<file path="src/rtl/ldsolv_pkg.sv">
package ldsolv_pkg;

  localparam int DATA_WIDTH_DEF = 32;

  // result status codes
  localparam logic [1:0] ST_OK    = 2'd0;
  localparam logic [1:0] ST_NODIV = 2'd1;
  localparam logic [1:0] ST_DEGEN = 2'd2;

  // microprogram step addresses
  localparam int STEP_W = 4;
  localparam logic [STEP_W-1:0] S_IDLE  = 4'd0;
  localparam logic [STEP_W-1:0] S_ZCHK  = 4'd1;
  localparam logic [STEP_W-1:0] S_LOOP  = 4'd2;
  localparam logic [STEP_W-1:0] S_QDIV  = 4'd3;
  localparam logic [STEP_W-1:0] S_QWAIT = 4'd4;
  localparam logic [STEP_W-1:0] S_MULS  = 4'd5;
  localparam logic [STEP_W-1:0] S_UPDS  = 4'd6;
  localparam logic [STEP_W-1:0] S_UPDT  = 4'd7;
  localparam logic [STEP_W-1:0] S_FIN   = 4'd8;
  localparam logic [STEP_W-1:0] S_KWAIT = 4'd9;
  localparam logic [STEP_W-1:0] S_KCHK  = 4'd10;
  localparam logic [STEP_W-1:0] S_MULX  = 4'd11;
  localparam logic [STEP_W-1:0] S_MULY  = 4'd12;
  localparam logic [STEP_W-1:0] S_OWAIT = 4'd13;
  localparam logic [STEP_W-1:0] S_OUT   = 4'd14;
  localparam logic [STEP_W-1:0] S_DEGEN = 4'd15;

  // jump conditions: taken means go to the target, otherwise step on
  localparam logic [2:0] JC_NEXT     = 3'd0;
  localparam logic [2:0] JC_ALWAYS   = 3'd1;
  localparam logic [2:0] JC_NO_IN    = 3'd2;
  localparam logic [2:0] JC_BOTHZERO = 3'd3;
  localparam logic [2:0] JC_R2ZERO   = 3'd4;
  localparam logic [2:0] JC_DIVBUSY  = 3'd5;
  localparam logic [2:0] JC_NODIV    = 3'd6;
  localparam logic [2:0] JC_OUTBUSY  = 3'd7;

  // multiplier operand pairs
  localparam logic [1:0] MS_Q_S2 = 2'd0;
  localparam logic [1:0] MS_Q_T2 = 2'd1;
  localparam logic [1:0] MS_S1_K = 2'd2;
  localparam logic [1:0] MS_T1_K = 2'd3;

  typedef struct packed {
    logic [2:0]        jc;
    logic [STEP_W-1:0] tgt;
    logic              ld_in;
    logic              div_start;
    logic              div_rhs;
    logic              lat_q;
    logic              mul_en;
    logic [1:0]        mul_sel;
    logic              upd_s;
    logic              upd_rt;
    logic              lat_k;
    logic              ld_px;
    logic              ld_py;
    logic              set_degen;
    logic              ld_out;
  } ctl_t;

  typedef struct packed {
    logic in_valid;
    logic both_zero;
    logic r2_zero;
    logic div_done;
    logic nodiv;
    logic out_busy;
  } flags_t;

  typedef struct packed {
    logic done;
    logic rem_zero;
  } div_st_t;

  // microcode store
  function automatic ctl_t ucode(input logic [STEP_W-1:0] step);
    ctl_t w;
    w = '0;
    unique case (step)
      S_IDLE: begin
        w.jc = JC_NO_IN; w.tgt = S_IDLE; w.ld_in = 1'b1;
      end
      S_ZCHK: begin
        w.jc = JC_BOTHZERO; w.tgt = S_DEGEN;
      end
      S_LOOP: begin
        w.jc = JC_R2ZERO; w.tgt = S_FIN;
      end
      S_QDIV: begin
        w.div_start = 1'b1;
      end
      S_QWAIT: begin
        w.jc = JC_DIVBUSY; w.tgt = S_QWAIT; w.lat_q = 1'b1;
      end
      S_MULS: begin
        w.mul_en = 1'b1; w.mul_sel = MS_Q_S2;
      end
      S_UPDS: begin
        w.upd_s = 1'b1; w.mul_en = 1'b1; w.mul_sel = MS_Q_T2;
      end
      S_UPDT: begin
        w.upd_rt = 1'b1; w.jc = JC_ALWAYS; w.tgt = S_LOOP;
      end
      S_FIN: begin
        w.div_start = 1'b1; w.div_rhs = 1'b1;
      end
      S_KWAIT: begin
        w.jc = JC_DIVBUSY; w.tgt = S_KWAIT; w.lat_k = 1'b1;
      end
      S_KCHK: begin
        w.jc = JC_NODIV; w.tgt = S_OWAIT; w.mul_en = 1'b1; w.mul_sel = MS_S1_K;
      end
      S_MULX: begin
        w.ld_px = 1'b1; w.mul_en = 1'b1; w.mul_sel = MS_T1_K;
      end
      S_MULY: begin
        w.ld_py = 1'b1;
      end
      S_OWAIT: begin
        w.jc = JC_OUTBUSY; w.tgt = S_OWAIT;
      end
      S_OUT: begin
        w.ld_out = 1'b1; w.jc = JC_ALWAYS; w.tgt = S_IDLE;
      end
      S_DEGEN: begin
        w.set_degen = 1'b1; w.jc = JC_ALWAYS; w.tgt = S_OWAIT;
      end
    endcase
    return w;
  endfunction

endpackage

</file>
<file path="src/rtl/ldsolv_if.sv">
interface ldsolv_eqn_if #(parameter int W = ldsolv_pkg::DATA_WIDTH_DEF);
  logic                valid;
  logic                ready;
  logic [W-2:0]        coef_a;
  logic [W-2:0]        coef_b;
  logic signed [W-1:0] rhs;

  modport source (output valid, coef_a, coef_b, rhs, input ready);
  modport sink (input valid, coef_a, coef_b, rhs, output ready);
endinterface

interface ldsolv_res_if #(parameter int W = ldsolv_pkg::DATA_WIDTH_DEF);
  logic                  valid;
  logic                  ready;
  logic [1:0]            status;
  logic [W-2:0]          divisor;
  logic signed [W-1:0]   bezout_x;
  logic signed [W-1:0]   bezout_y;
  logic signed [2*W-1:0] solution_x;
  logic signed [2*W-1:0] solution_y;

  modport source (output valid, status, divisor, bezout_x, bezout_y, solution_x,
                  solution_y, input ready);
  modport sink (input valid, status, divisor, bezout_x, bezout_y, solution_x,
                solution_y, output ready);
endinterface

</file>
<file path="src/rtl/ldsolv_div.sv">
module ldsolv_div #(
  parameter int W = ldsolv_pkg::DATA_WIDTH_DEF
) (
  input  logic                  clk,
  input  logic                  rst,
  input  logic                  start,
  input  logic [W-1:0]          dividend,
  input  logic [W-1:0]          divisor,
  output logic [W-1:0]          quot,
  output logic [W-1:0]          rem,
  output ldsolv_pkg::div_st_t   st
);
  import ldsolv_pkg::*;

  localparam int CNT_W = (W > 1) ? $clog2(W) : 1;

  logic             busy;
  logic             done;
  logic [CNT_W-1:0] cnt;
  logic [W-1:0]     dvs;
  logic [W:0]       sh;
  logic [W:0]       diff;
  logic             ge;

  // one quotient bit per cycle, restoring
  assign sh   = {rem, quot[W-1]};
  assign diff = sh - {1'b0, dvs};
  assign ge   = (sh >= {1'b0, dvs});

  always_ff @(posedge clk) begin
    if (rst) begin
      busy <= 1'b0;
      done <= 1'b0;
      cnt  <= '0;
    end else if (start) begin
      busy <= 1'b1;
      done <= 1'b0;
      cnt  <= CNT_W'(W - 1);
    end else if (busy) begin
      cnt <= cnt - 1'b1;
      if (cnt == '0) begin
        busy <= 1'b0;
        done <= 1'b1;
      end
    end else begin
      done <= 1'b0;
    end
  end

  always_ff @(posedge clk) begin
    if (start) begin
      quot <= dividend;
      rem  <= '0;
      dvs  <= divisor;
    end else if (busy) begin
      quot <= {quot[W-2:0], ge};
      rem  <= ge ? diff[W-1:0] : sh[W-1:0];
    end
  end

  assign st.done     = done;
  assign st.rem_zero = (rem == '0);

`ifndef SYNTHESIS
  a_start_busy: assert property (@(posedge clk) disable iff (rst) start |=> busy)
    else $error("divider not busy after start");
  a_done_idle: assert property (@(posedge clk) disable iff (rst) done |-> !busy)
    else $error("divider done while still busy");
`endif

endmodule

</file>
<file path="src/rtl/ldsolv_seq.sv">
module ldsolv_seq (
  input  logic                clk,
  input  logic                rst,
  input  ldsolv_pkg::flags_t  flags,
  output ldsolv_pkg::ctl_t    ctl
);
  import ldsolv_pkg::*;

  logic [STEP_W-1:0] pc;
  logic [STEP_W-1:0] pc_next;
  logic              take;

  assign ctl = ucode(pc);

  always_comb begin
    unique case (ctl.jc)
      JC_NEXT:     take = 1'b0;
      JC_ALWAYS:   take = 1'b1;
      JC_NO_IN:    take = !flags.in_valid;
      JC_BOTHZERO: take = flags.both_zero;
      JC_R2ZERO:   take = flags.r2_zero;
      JC_DIVBUSY:  take = !flags.div_done;
      JC_NODIV:    take = flags.nodiv;
      JC_OUTBUSY:  take = flags.out_busy;
    endcase
    pc_next = take ? ctl.tgt : pc + 1'b1;
  end

  always_ff @(posedge clk) begin
    if (rst) begin
      pc <= S_IDLE;
    end else begin
      pc <= pc_next;
    end
  end

endmodule

</file>
<file path="src/rtl/ldsolv_dp.sv">
module ldsolv_dp #(
  parameter int W = ldsolv_pkg::DATA_WIDTH_DEF
) (
  input  logic                 clk,
  input  logic                 rst,
  input  ldsolv_pkg::ctl_t     ctl,
  input  ldsolv_pkg::div_st_t  dst,
  input  logic [W-1:0]         quot,
  input  logic [W-1:0]         rem,
  output logic [W-1:0]         dividend,
  output logic [W-1:0]         divisor,
  output ldsolv_pkg::flags_t   flags,
  ldsolv_eqn_if.sink           eqn,
  ldsolv_res_if.source         res
);
  import ldsolv_pkg::*;

  logic [W-2:0]          r1;
  logic [W-2:0]          r2;
  logic [W-2:0]          q;
  logic [W-2:0]          nr;
  logic signed [W-1:0]   s1;
  logic signed [W-1:0]   s2;
  logic signed [W-1:0]   t1;
  logic signed [W-1:0]   t2;
  logic signed [W-1:0]   c;
  logic signed [W-1:0]   k;
  logic [1:0]            stat;
  logic signed [2*W-1:0] prod;
  logic signed [2*W-1:0] px;
  logic signed [2*W-1:0] py;
  logic signed [W-1:0]   mul_a;
  logic signed [W-1:0]   mul_b;
  logic signed [2*W-1:0] mul_p;
  logic [W-1:0]          c_mag;
  logic [W-1:0]          k_next;
  logic                  in_fire;
  logic                  out_valid;

  assign eqn.ready = ctl.ld_in;
  assign in_fire   = eqn.valid && ctl.ld_in;

  // divider operands: euclid step or rhs over the gcd
  assign c_mag    = c[W-1] ? (~c + 1'b1) : c;
  assign dividend = ctl.div_rhs ? c_mag : {1'b0, r1};
  assign divisor  = ctl.div_rhs ? {1'b0, r1} : {1'b0, r2};
  assign k_next   = c[W-1] ? (~quot + 1'b1) : quot;

  always_comb begin
    case (ctl.mul_sel)
      MS_Q_S2: begin mul_a = $signed({1'b0, q}); mul_b = s2; end
      MS_Q_T2: begin mul_a = $signed({1'b0, q}); mul_b = t2; end
      MS_S1_K: begin mul_a = s1; mul_b = k; end
      default: begin mul_a = t1; mul_b = k; end
    endcase
  end

  assign mul_p = mul_a * mul_b;

  always_ff @(posedge clk) begin
    if (in_fire) begin
      r1   <= eqn.coef_a;
      r2   <= eqn.coef_b;
      c    <= eqn.rhs;
      s1   <= W'(1);
      s2   <= '0;
      t1   <= '0;
      t2   <= W'(1);
      stat <= ST_OK;
      px   <= '0;
      py   <= '0;
    end else begin
      if (ctl.lat_q && dst.done) begin
        q  <= quot[W-2:0];
        nr <= rem[W-2:0];
      end
      if (ctl.lat_k && dst.done) begin
        k    <= $signed(k_next);
        stat <= dst.rem_zero ? ST_OK : ST_NODIV;
      end
      if (ctl.upd_s) begin
        s1 <= s2;
        s2 <= s1 - prod[W-1:0];
      end
      if (ctl.upd_rt) begin
        t1 <= t2;
        t2 <= t1 - prod[W-1:0];
        r1 <= r2;
        r2 <= nr;
      end
      if (ctl.ld_px) px <= prod;
      if (ctl.ld_py) py <= prod;
      if (ctl.set_degen) begin
        stat <= ST_DEGEN;
        s1   <= '0;
        t1   <= '0;
      end
    end
    if (ctl.mul_en) prod <= mul_p;
  end

  // result register
  always_ff @(posedge clk) begin
    if (rst) begin
      out_valid <= 1'b0;
    end else if (ctl.ld_out) begin
      out_valid <= 1'b1;
    end else if (res.ready) begin
      out_valid <= 1'b0;
    end
  end

  always_ff @(posedge clk) begin
    if (ctl.ld_out) begin
      res.status     <= stat;
      res.divisor    <= r1;
      res.bezout_x   <= s1;
      res.bezout_y   <= t1;
      res.solution_x <= px;
      res.solution_y <= py;
    end
  end

  assign res.valid = out_valid;

  assign flags.in_valid  = eqn.valid;
  assign flags.both_zero = (r1 == '0) && (r2 == '0);
  assign flags.r2_zero   = (r2 == '0);
  assign flags.div_done  = dst.done;
  assign flags.nodiv     = (stat == ST_NODIV);
  assign flags.out_busy  = out_valid && !res.ready;

`ifndef SYNTHESIS
  a_no_overwrite: assert property (@(posedge clk) disable iff (rst)
    ctl.ld_out |-> !(out_valid && !res.ready))
    else $error("result register overwritten while held");
  a_loop_nonzero: assert property (@(posedge clk) disable iff (rst)
    ctl.upd_rt |-> (r2 != '0))
    else $error("euclid step with zero remainder");
`endif

endmodule

</file>
<file path="src/rtl/linear_diophantine_solver.sv">
// solves a*x + b*y = c for one equation per beat: a microcoded sequencer walks
// the extended euclidean recurrence on a shared restoring divider and one
// multiplier, then divides rhs by the gcd and scales the bezout pair. each
// quotient step runs the divider, which makes one quotient bit per cycle; a
// finished item also waits while a held result is not yet taken. the input
// is taken only when the sequencer is idle; a finished result sits in its own
// register, so the next equation is accepted while the previous result waits.
// status 2 marks both coefficients zero (all other fields zero), status 1
// marks a gcd that does not divide rhs (divisor and bezout pair still given,
// solutions zero). no state survives from one item to the next.
module linear_diophantine_solver #(
  parameter int DATA_WIDTH = ldsolv_pkg::DATA_WIDTH_DEF
) (
  input  logic           clk,
  input  logic           rst,
  ldsolv_eqn_if.sink     eqn,
  ldsolv_res_if.source   res
);
  import ldsolv_pkg::*;

  ctl_t                  ctl;
  flags_t                flags;
  div_st_t               dst;
  logic [DATA_WIDTH-1:0] quot;
  logic [DATA_WIDTH-1:0] rem;
  logic [DATA_WIDTH-1:0] dividend;
  logic [DATA_WIDTH-1:0] divisor;

  // step counter and microcode store, jumps on datapath flags
  ldsolv_seq u_seq (
    .clk   (clk),
    .rst   (rst),
    .flags (flags),
    .ctl   (ctl)
  );

  // shared divider: quotient for euclid, then rhs over the gcd
  ldsolv_div #(.W(DATA_WIDTH)) u_div (
    .clk      (clk),
    .rst      (rst),
    .start    (ctl.div_start),
    .dividend (dividend),
    .divisor  (divisor),
    .quot     (quot),
    .rem      (rem),
    .st       (dst)
  );

  // remainders, bezout pairs, multiplier and the result register
  ldsolv_dp #(.W(DATA_WIDTH)) u_dp (
    .clk      (clk),
    .rst      (rst),
    .ctl      (ctl),
    .dst      (dst),
    .quot     (quot),
    .rem      (rem),
    .dividend (dividend),
    .divisor  (divisor),
    .flags    (flags),
    .eqn      (eqn),
    .res      (res)
  );

endmodule
</file>
<file path="src/flat_wrapper.sv">
// flat-port wrapper written by rule: the top's interface ports become plain ports
module linear_diophantine_solver_flat import ldsolv_pkg::*;
#(
  parameter int DATA_WIDTH = ldsolv_pkg::DATA_WIDTH_DEF
)
  (clk, rst, eqn_valid, eqn_coef_a, eqn_coef_b, eqn_rhs, eqn_ready, res_valid, res_status, res_divisor, res_bezout_x, res_bezout_y, res_solution_x, res_solution_y, res_ready);
  ldsolv_eqn_if eqn_i ();
  ldsolv_res_if res_i ();
  input  logic clk;
  input  logic rst;
  input wire logic [$bits(eqn_i.valid)-1:0] eqn_valid;
  input wire logic [$bits(eqn_i.coef_a)-1:0] eqn_coef_a;
  input wire logic [$bits(eqn_i.coef_b)-1:0] eqn_coef_b;
  input wire logic [$bits(eqn_i.rhs)-1:0] eqn_rhs;
  output wire logic [$bits(eqn_i.ready)-1:0] eqn_ready;
  output wire logic [$bits(res_i.valid)-1:0] res_valid;
  output wire logic [$bits(res_i.status)-1:0] res_status;
  output wire logic [$bits(res_i.divisor)-1:0] res_divisor;
  output wire logic [$bits(res_i.bezout_x)-1:0] res_bezout_x;
  output wire logic [$bits(res_i.bezout_y)-1:0] res_bezout_y;
  output wire logic [$bits(res_i.solution_x)-1:0] res_solution_x;
  output wire logic [$bits(res_i.solution_y)-1:0] res_solution_y;
  input wire logic [$bits(res_i.ready)-1:0] res_ready;
  assign eqn_i.valid = eqn_valid;
  assign eqn_i.coef_a = eqn_coef_a;
  assign eqn_i.coef_b = eqn_coef_b;
  assign eqn_i.rhs = eqn_rhs;
  assign eqn_ready = eqn_i.ready;
  assign res_valid = res_i.valid;
  assign res_status = res_i.status;
  assign res_divisor = res_i.divisor;
  assign res_bezout_x = res_i.bezout_x;
  assign res_bezout_y = res_i.bezout_y;
  assign res_solution_x = res_i.solution_x;
  assign res_solution_y = res_i.solution_y;
  assign res_i.ready = res_ready;
  linear_diophantine_solver #(.DATA_WIDTH(DATA_WIDTH)) u_core (.clk(clk), .rst(rst), .eqn(eqn_i), .res(res_i));
endmodule
</file>
<file path="config.mk">
export PLATFORM = sky130hd
export DESIGN_NAME = linear_diophantine_solver_flat
export DESIGN_NICKNAME = d
export VERILOG_FILES = /design/src/rtl/ldsolv_pkg.sv /design/src/rtl/ldsolv_if.sv /design/src/rtl/ldsolv_div.sv /design/src/rtl/ldsolv_seq.sv /design/src/rtl/ldsolv_dp.sv /design/src/rtl/linear_diophantine_solver.sv /design/src/flat_wrapper.sv
export SDC_FILE = /design/constraint.sdc
export NUM_CORES = 2
export LEC_CHECK = 0
export ABC_AREA = 1
export BUFFER_PORTS_ARGS = -buffer_cell sky130_fd_sc_hd__buf_4
export CORE_MARGIN = 1
export CORE_UTILIZATION = 50
export CTS_BUF_LIST = sky130_fd_sc_hd__clkbuf_4 sky130_fd_sc_hd__clkbuf_8
export DETAILED_ROUTE_END_ITERATION = 6
export PLACE_DENSITY_LB_ADDON = 0.2
export SLEW_MARGIN = 20
export SYNTH_ARGS = -nofsm -noshare
export SYNTH_HDL_FRONTEND = slang
export SYNTH_SLANG_ARGS = --single-unit
</file>
<file path="constraint.sdc">
create_clock -name clk -period 34.4 [get_ports clk]
set_clock_uncertainty 0.05 [all_clocks]
set_input_delay 3.44 -clock clk [delete_from_list [all_inputs] [get_ports clk]]
set_output_delay 3.44 -clock clk [all_outputs]
set_load 0.02 [all_outputs]
</file>
==> metrics.csv <==
stage,metric,value,unit
detailed_routing,drc,1,
detailed_routing,first_pass_iters,7,
detailed_routing,initialDrtViolationCount,6797,
grt,grt_pass1_vias,63600,
clock_network,clock-root-buffer,clkbuf_8,
critical_path,worst-path-stages,35,
timing,timing.final.crit_share,34.0,%
synth,synth_edf_count,540,
timing,worstMarginPinSlew,1.16,ns
clock_network,cts_buffer_depth,3,
synth,syn-instance-count,9194,
floorplan,rows,144,
critical_path,critPathSlowestCell,fa_1,
critical_path,cp_slowest_stage_delay,0.98,ns
critical_path,critPathKind,register to register,
synth,synth-compound-area-share,6.49,%
floorplan,start_util,50.4,%
critical_path,worstSetupStartpointType,register,
detailed_routing,postRouteAntennaNets,0,
detailed_routing,wl_per_cell,24.8,µm
clock_network,clk_latency,0.91,ns
critical_path,crit_arrival,12.30,ns
critical_path,r2r_slack,22.72,ns
synth,yosys.cell_types.count,55,
final_layout,fin_nets,10900,
clock_network,h-tree-depth,4,
floorplan,fp.dieH,396,µm
critical_path,critical_path_required,35.01,ns
synth,syn_nets,10700,
floorplan,die_width,396,µm
grt,grt_max_degree,95,
floorplan,boundaryPins,325,
critical_path,cp-endpoint,u_core.u_dp.prod[50],
synth,yosys.area_share.simple,19.2,%
clock_network,cts_tree,yes,
clock_network,path_clk_slew,0.06,ns
detailed_routing,via_count,64000,
timing,hold_viol_final,0,
synth,synth_common_cells,"nand2_1 (2,492), inv_1 (1,954), fa_1 (1,085)",
synth,synth_adder_area_share,32.6,%
synth,synth.largest_area_cell,fa_1,
critical_path,critPathBufInv,12,
timing,final.setup.tns,0,ns
critical_path,setup.worst_path.end_class,register,
synth,synth_xor_area_share,1.36,%
timing,setup_violations,0,
clock_network,cts_setup_buffers,0,
critical_path,crit_top_cell,fa_1,
detailed_routing,via_per_inst,5.51,
grt,grt_pass1_wl,421,mm
synth,avgSynthCellArea,8.45,µm²
grt,antenna_found_initial,9,
timing,max_freq,85.6,MHz
critical_path,path_max_fanout,37,
synth,synth_most_common_cell,nand2_1,
floorplan,dieArea,0.157,mm²
clock_network,cts_hold_repair.buffers,0,
job,maxCapViolCount,0,
final_layout,drive_above_1_share,8.51,%
clock_network,cts_buffers,143,
detailed_routing,drt_wl_total,288,mm
synth,synthMuxAreaShare,0,%
final_layout,syn2layout_area_growth,9.47,%
synth,synthesis.area,0.0776,mm²
critical_path,critical_path.top_delay_family,adder cells,
synth,ys_dominant_reg_cell,edfxtp_1,
critical_path,r2r_end,u_core.u_dp.prod[50],
place,port_buffers,324,
place,dp_hpwl,221,mm
grt,grt_use_total,36.8,%
timing,period_needed,11.68,ns
synth,synth_top_area_share,28.0,%
grt,overflow,0,
clock_network,cts_resized,0,
synth,synth_top_family_by_area,adder cells,
floorplan,core,0.154,mm²
timing,slew_headroom,22.6,%
timing,rsz0062_at_grt,no,
timing,slew_viol_final,0,
synth,yosysWarnings,0,
outcome,run_status,finished with violations,
synth,async_reset_ff_share,0,%
critical_path,cp-startpoint,u_core.u_seq.pc[0],
outcome,violations,DRC,
critical_path,r2r_start,u_core.u_seq.pc[0],
synth,seq_area_frac_synth,28.7,%
synth,ys_ff_latch,842,
clock_network,cts_sinks,842,
synth,synth_area_leaders,"fa_1 (28%), edfxtp_1 (21%), nand2_1 (12%)",
critical_path,rr_worst_depth,35,
place,gp_congestion,1.02,
worst_hold_path,hp-class,register to register,
## cell usage in the layout, fill, tap and decap left out, types with 9 or more instances in the layout
cell type	synthesis	routed
a22oi_1	11	11
nor2_1	673	666
clkinv_2	0	13
nand2_2	5	14
nand3b_1	10	10
o211ai_1	10	10
xor2_1	92	92
nand3_1	398	398
clkbuf_4	0	49
inv_1	1954	1951
or2_2	12	12
nand2_1	2492	2481
o21ai_0	283	282
dfxtp_1	302	302
a21oi_1	406	406
xnor2_1	29	29
nor3_1	43	43
clkinv_1	1	17
and2_1	9	9
clkbuf_8	0	158
nor4_1	15	15
buf_4	10	416
edfxtp_1	540	540
inv_2	44	46
a221oi_4	31	31
nand4_1	51	51
fa_1	1085	1085
nor2_2	13	15
o21bai_1	24	24
ha_1	285	284
## stage by stage
stage	setup slack (ns)	instances	util [%]	area [µm²]	hold WS, ns
final	22.72	11600	55.2	85000	0.344
after global routing	22.11	11600	55.2	85000	0.360
after CTS	22.78	11600	55.2	85000	0.320
after detailed placement	22.77	11300	53.2	81900	0.358
after global placement	22.87	11300	53.2	81900	0.359
after floorplan	23.46	9194	-	77600	0.353
## flip-flops by register name (all words and copies together) (netlist names), 64 cells and up
register and flops:
u_core.u_dp.prod 64, u_core.u_dp.px 64, u_core.u_dp.py 64, u_core.u_dp.res.solution_x 64, u_core.u_dp.res.solution_y 64
## area by class of cell
type | instances | area [µm²]
Timing Repair Buffer | 416 | 3120
Clock inverter | 56 | 542
Tap cell | 2044 | 2560
Clock buffer | 207 | 2540
Multi-Input combinational cell | 6034 | 46400
Antenna cell | 8 | 20.0
Fill cell | 14400 | 69000
Inverter | 2001 | 7520
Sequential cell | 842 | 22300
## routing by layer
metal  up-vias  global-route usage (%)  share of wire (%)
met5         -                       0              0.022
met4        10                    15.8                5.0
met3       677                    9.75                 11
met2      3598                    54.0                 42
met1     31300                    51.4                 41
li1      28400                       -                  -
## worst min-delay path by stage
stage / start / endpoint / slack (ns) / cells past startpoint
after floorplan: u_core.u_dp.px[0] / u_core.u_dp.res.solution_x[0] / 0.35 / 0
after global placement: u_core.u_dp.px[28] / u_core.u_dp.res.solution_x[28] / 0.36 / 0
after detailed placement: u_core.u_dp.px[53] / u_core.u_dp.res.solution_x[53] / 0.36 / 0
after CTS: u_core.u_dp.px[31] / u_core.u_dp.res.solution_x[31] / 0.32 / 0
after global routing: u_core.u_dp.px[31] / u_core.u_dp.res.solution_x[31] / 0.36 / 0
final: u_core.u_dp.px[31] / u_core.u_dp.res.solution_x[31] / 0.34 / 0
## logic make-up (layout without fill, tap and decap cells)
group	count (synthesis)	after routing
simple gates	3733	3733
buf+inv	2318	2680
fa+ha+maj	1370	1370
flops	842	842
compound gates	810	810
xor+xnor	121	121
other cells	0	8
Power is not shown: default switching activity piles up to over one toggle a cycle in this logic, so the estimate is an artifact.
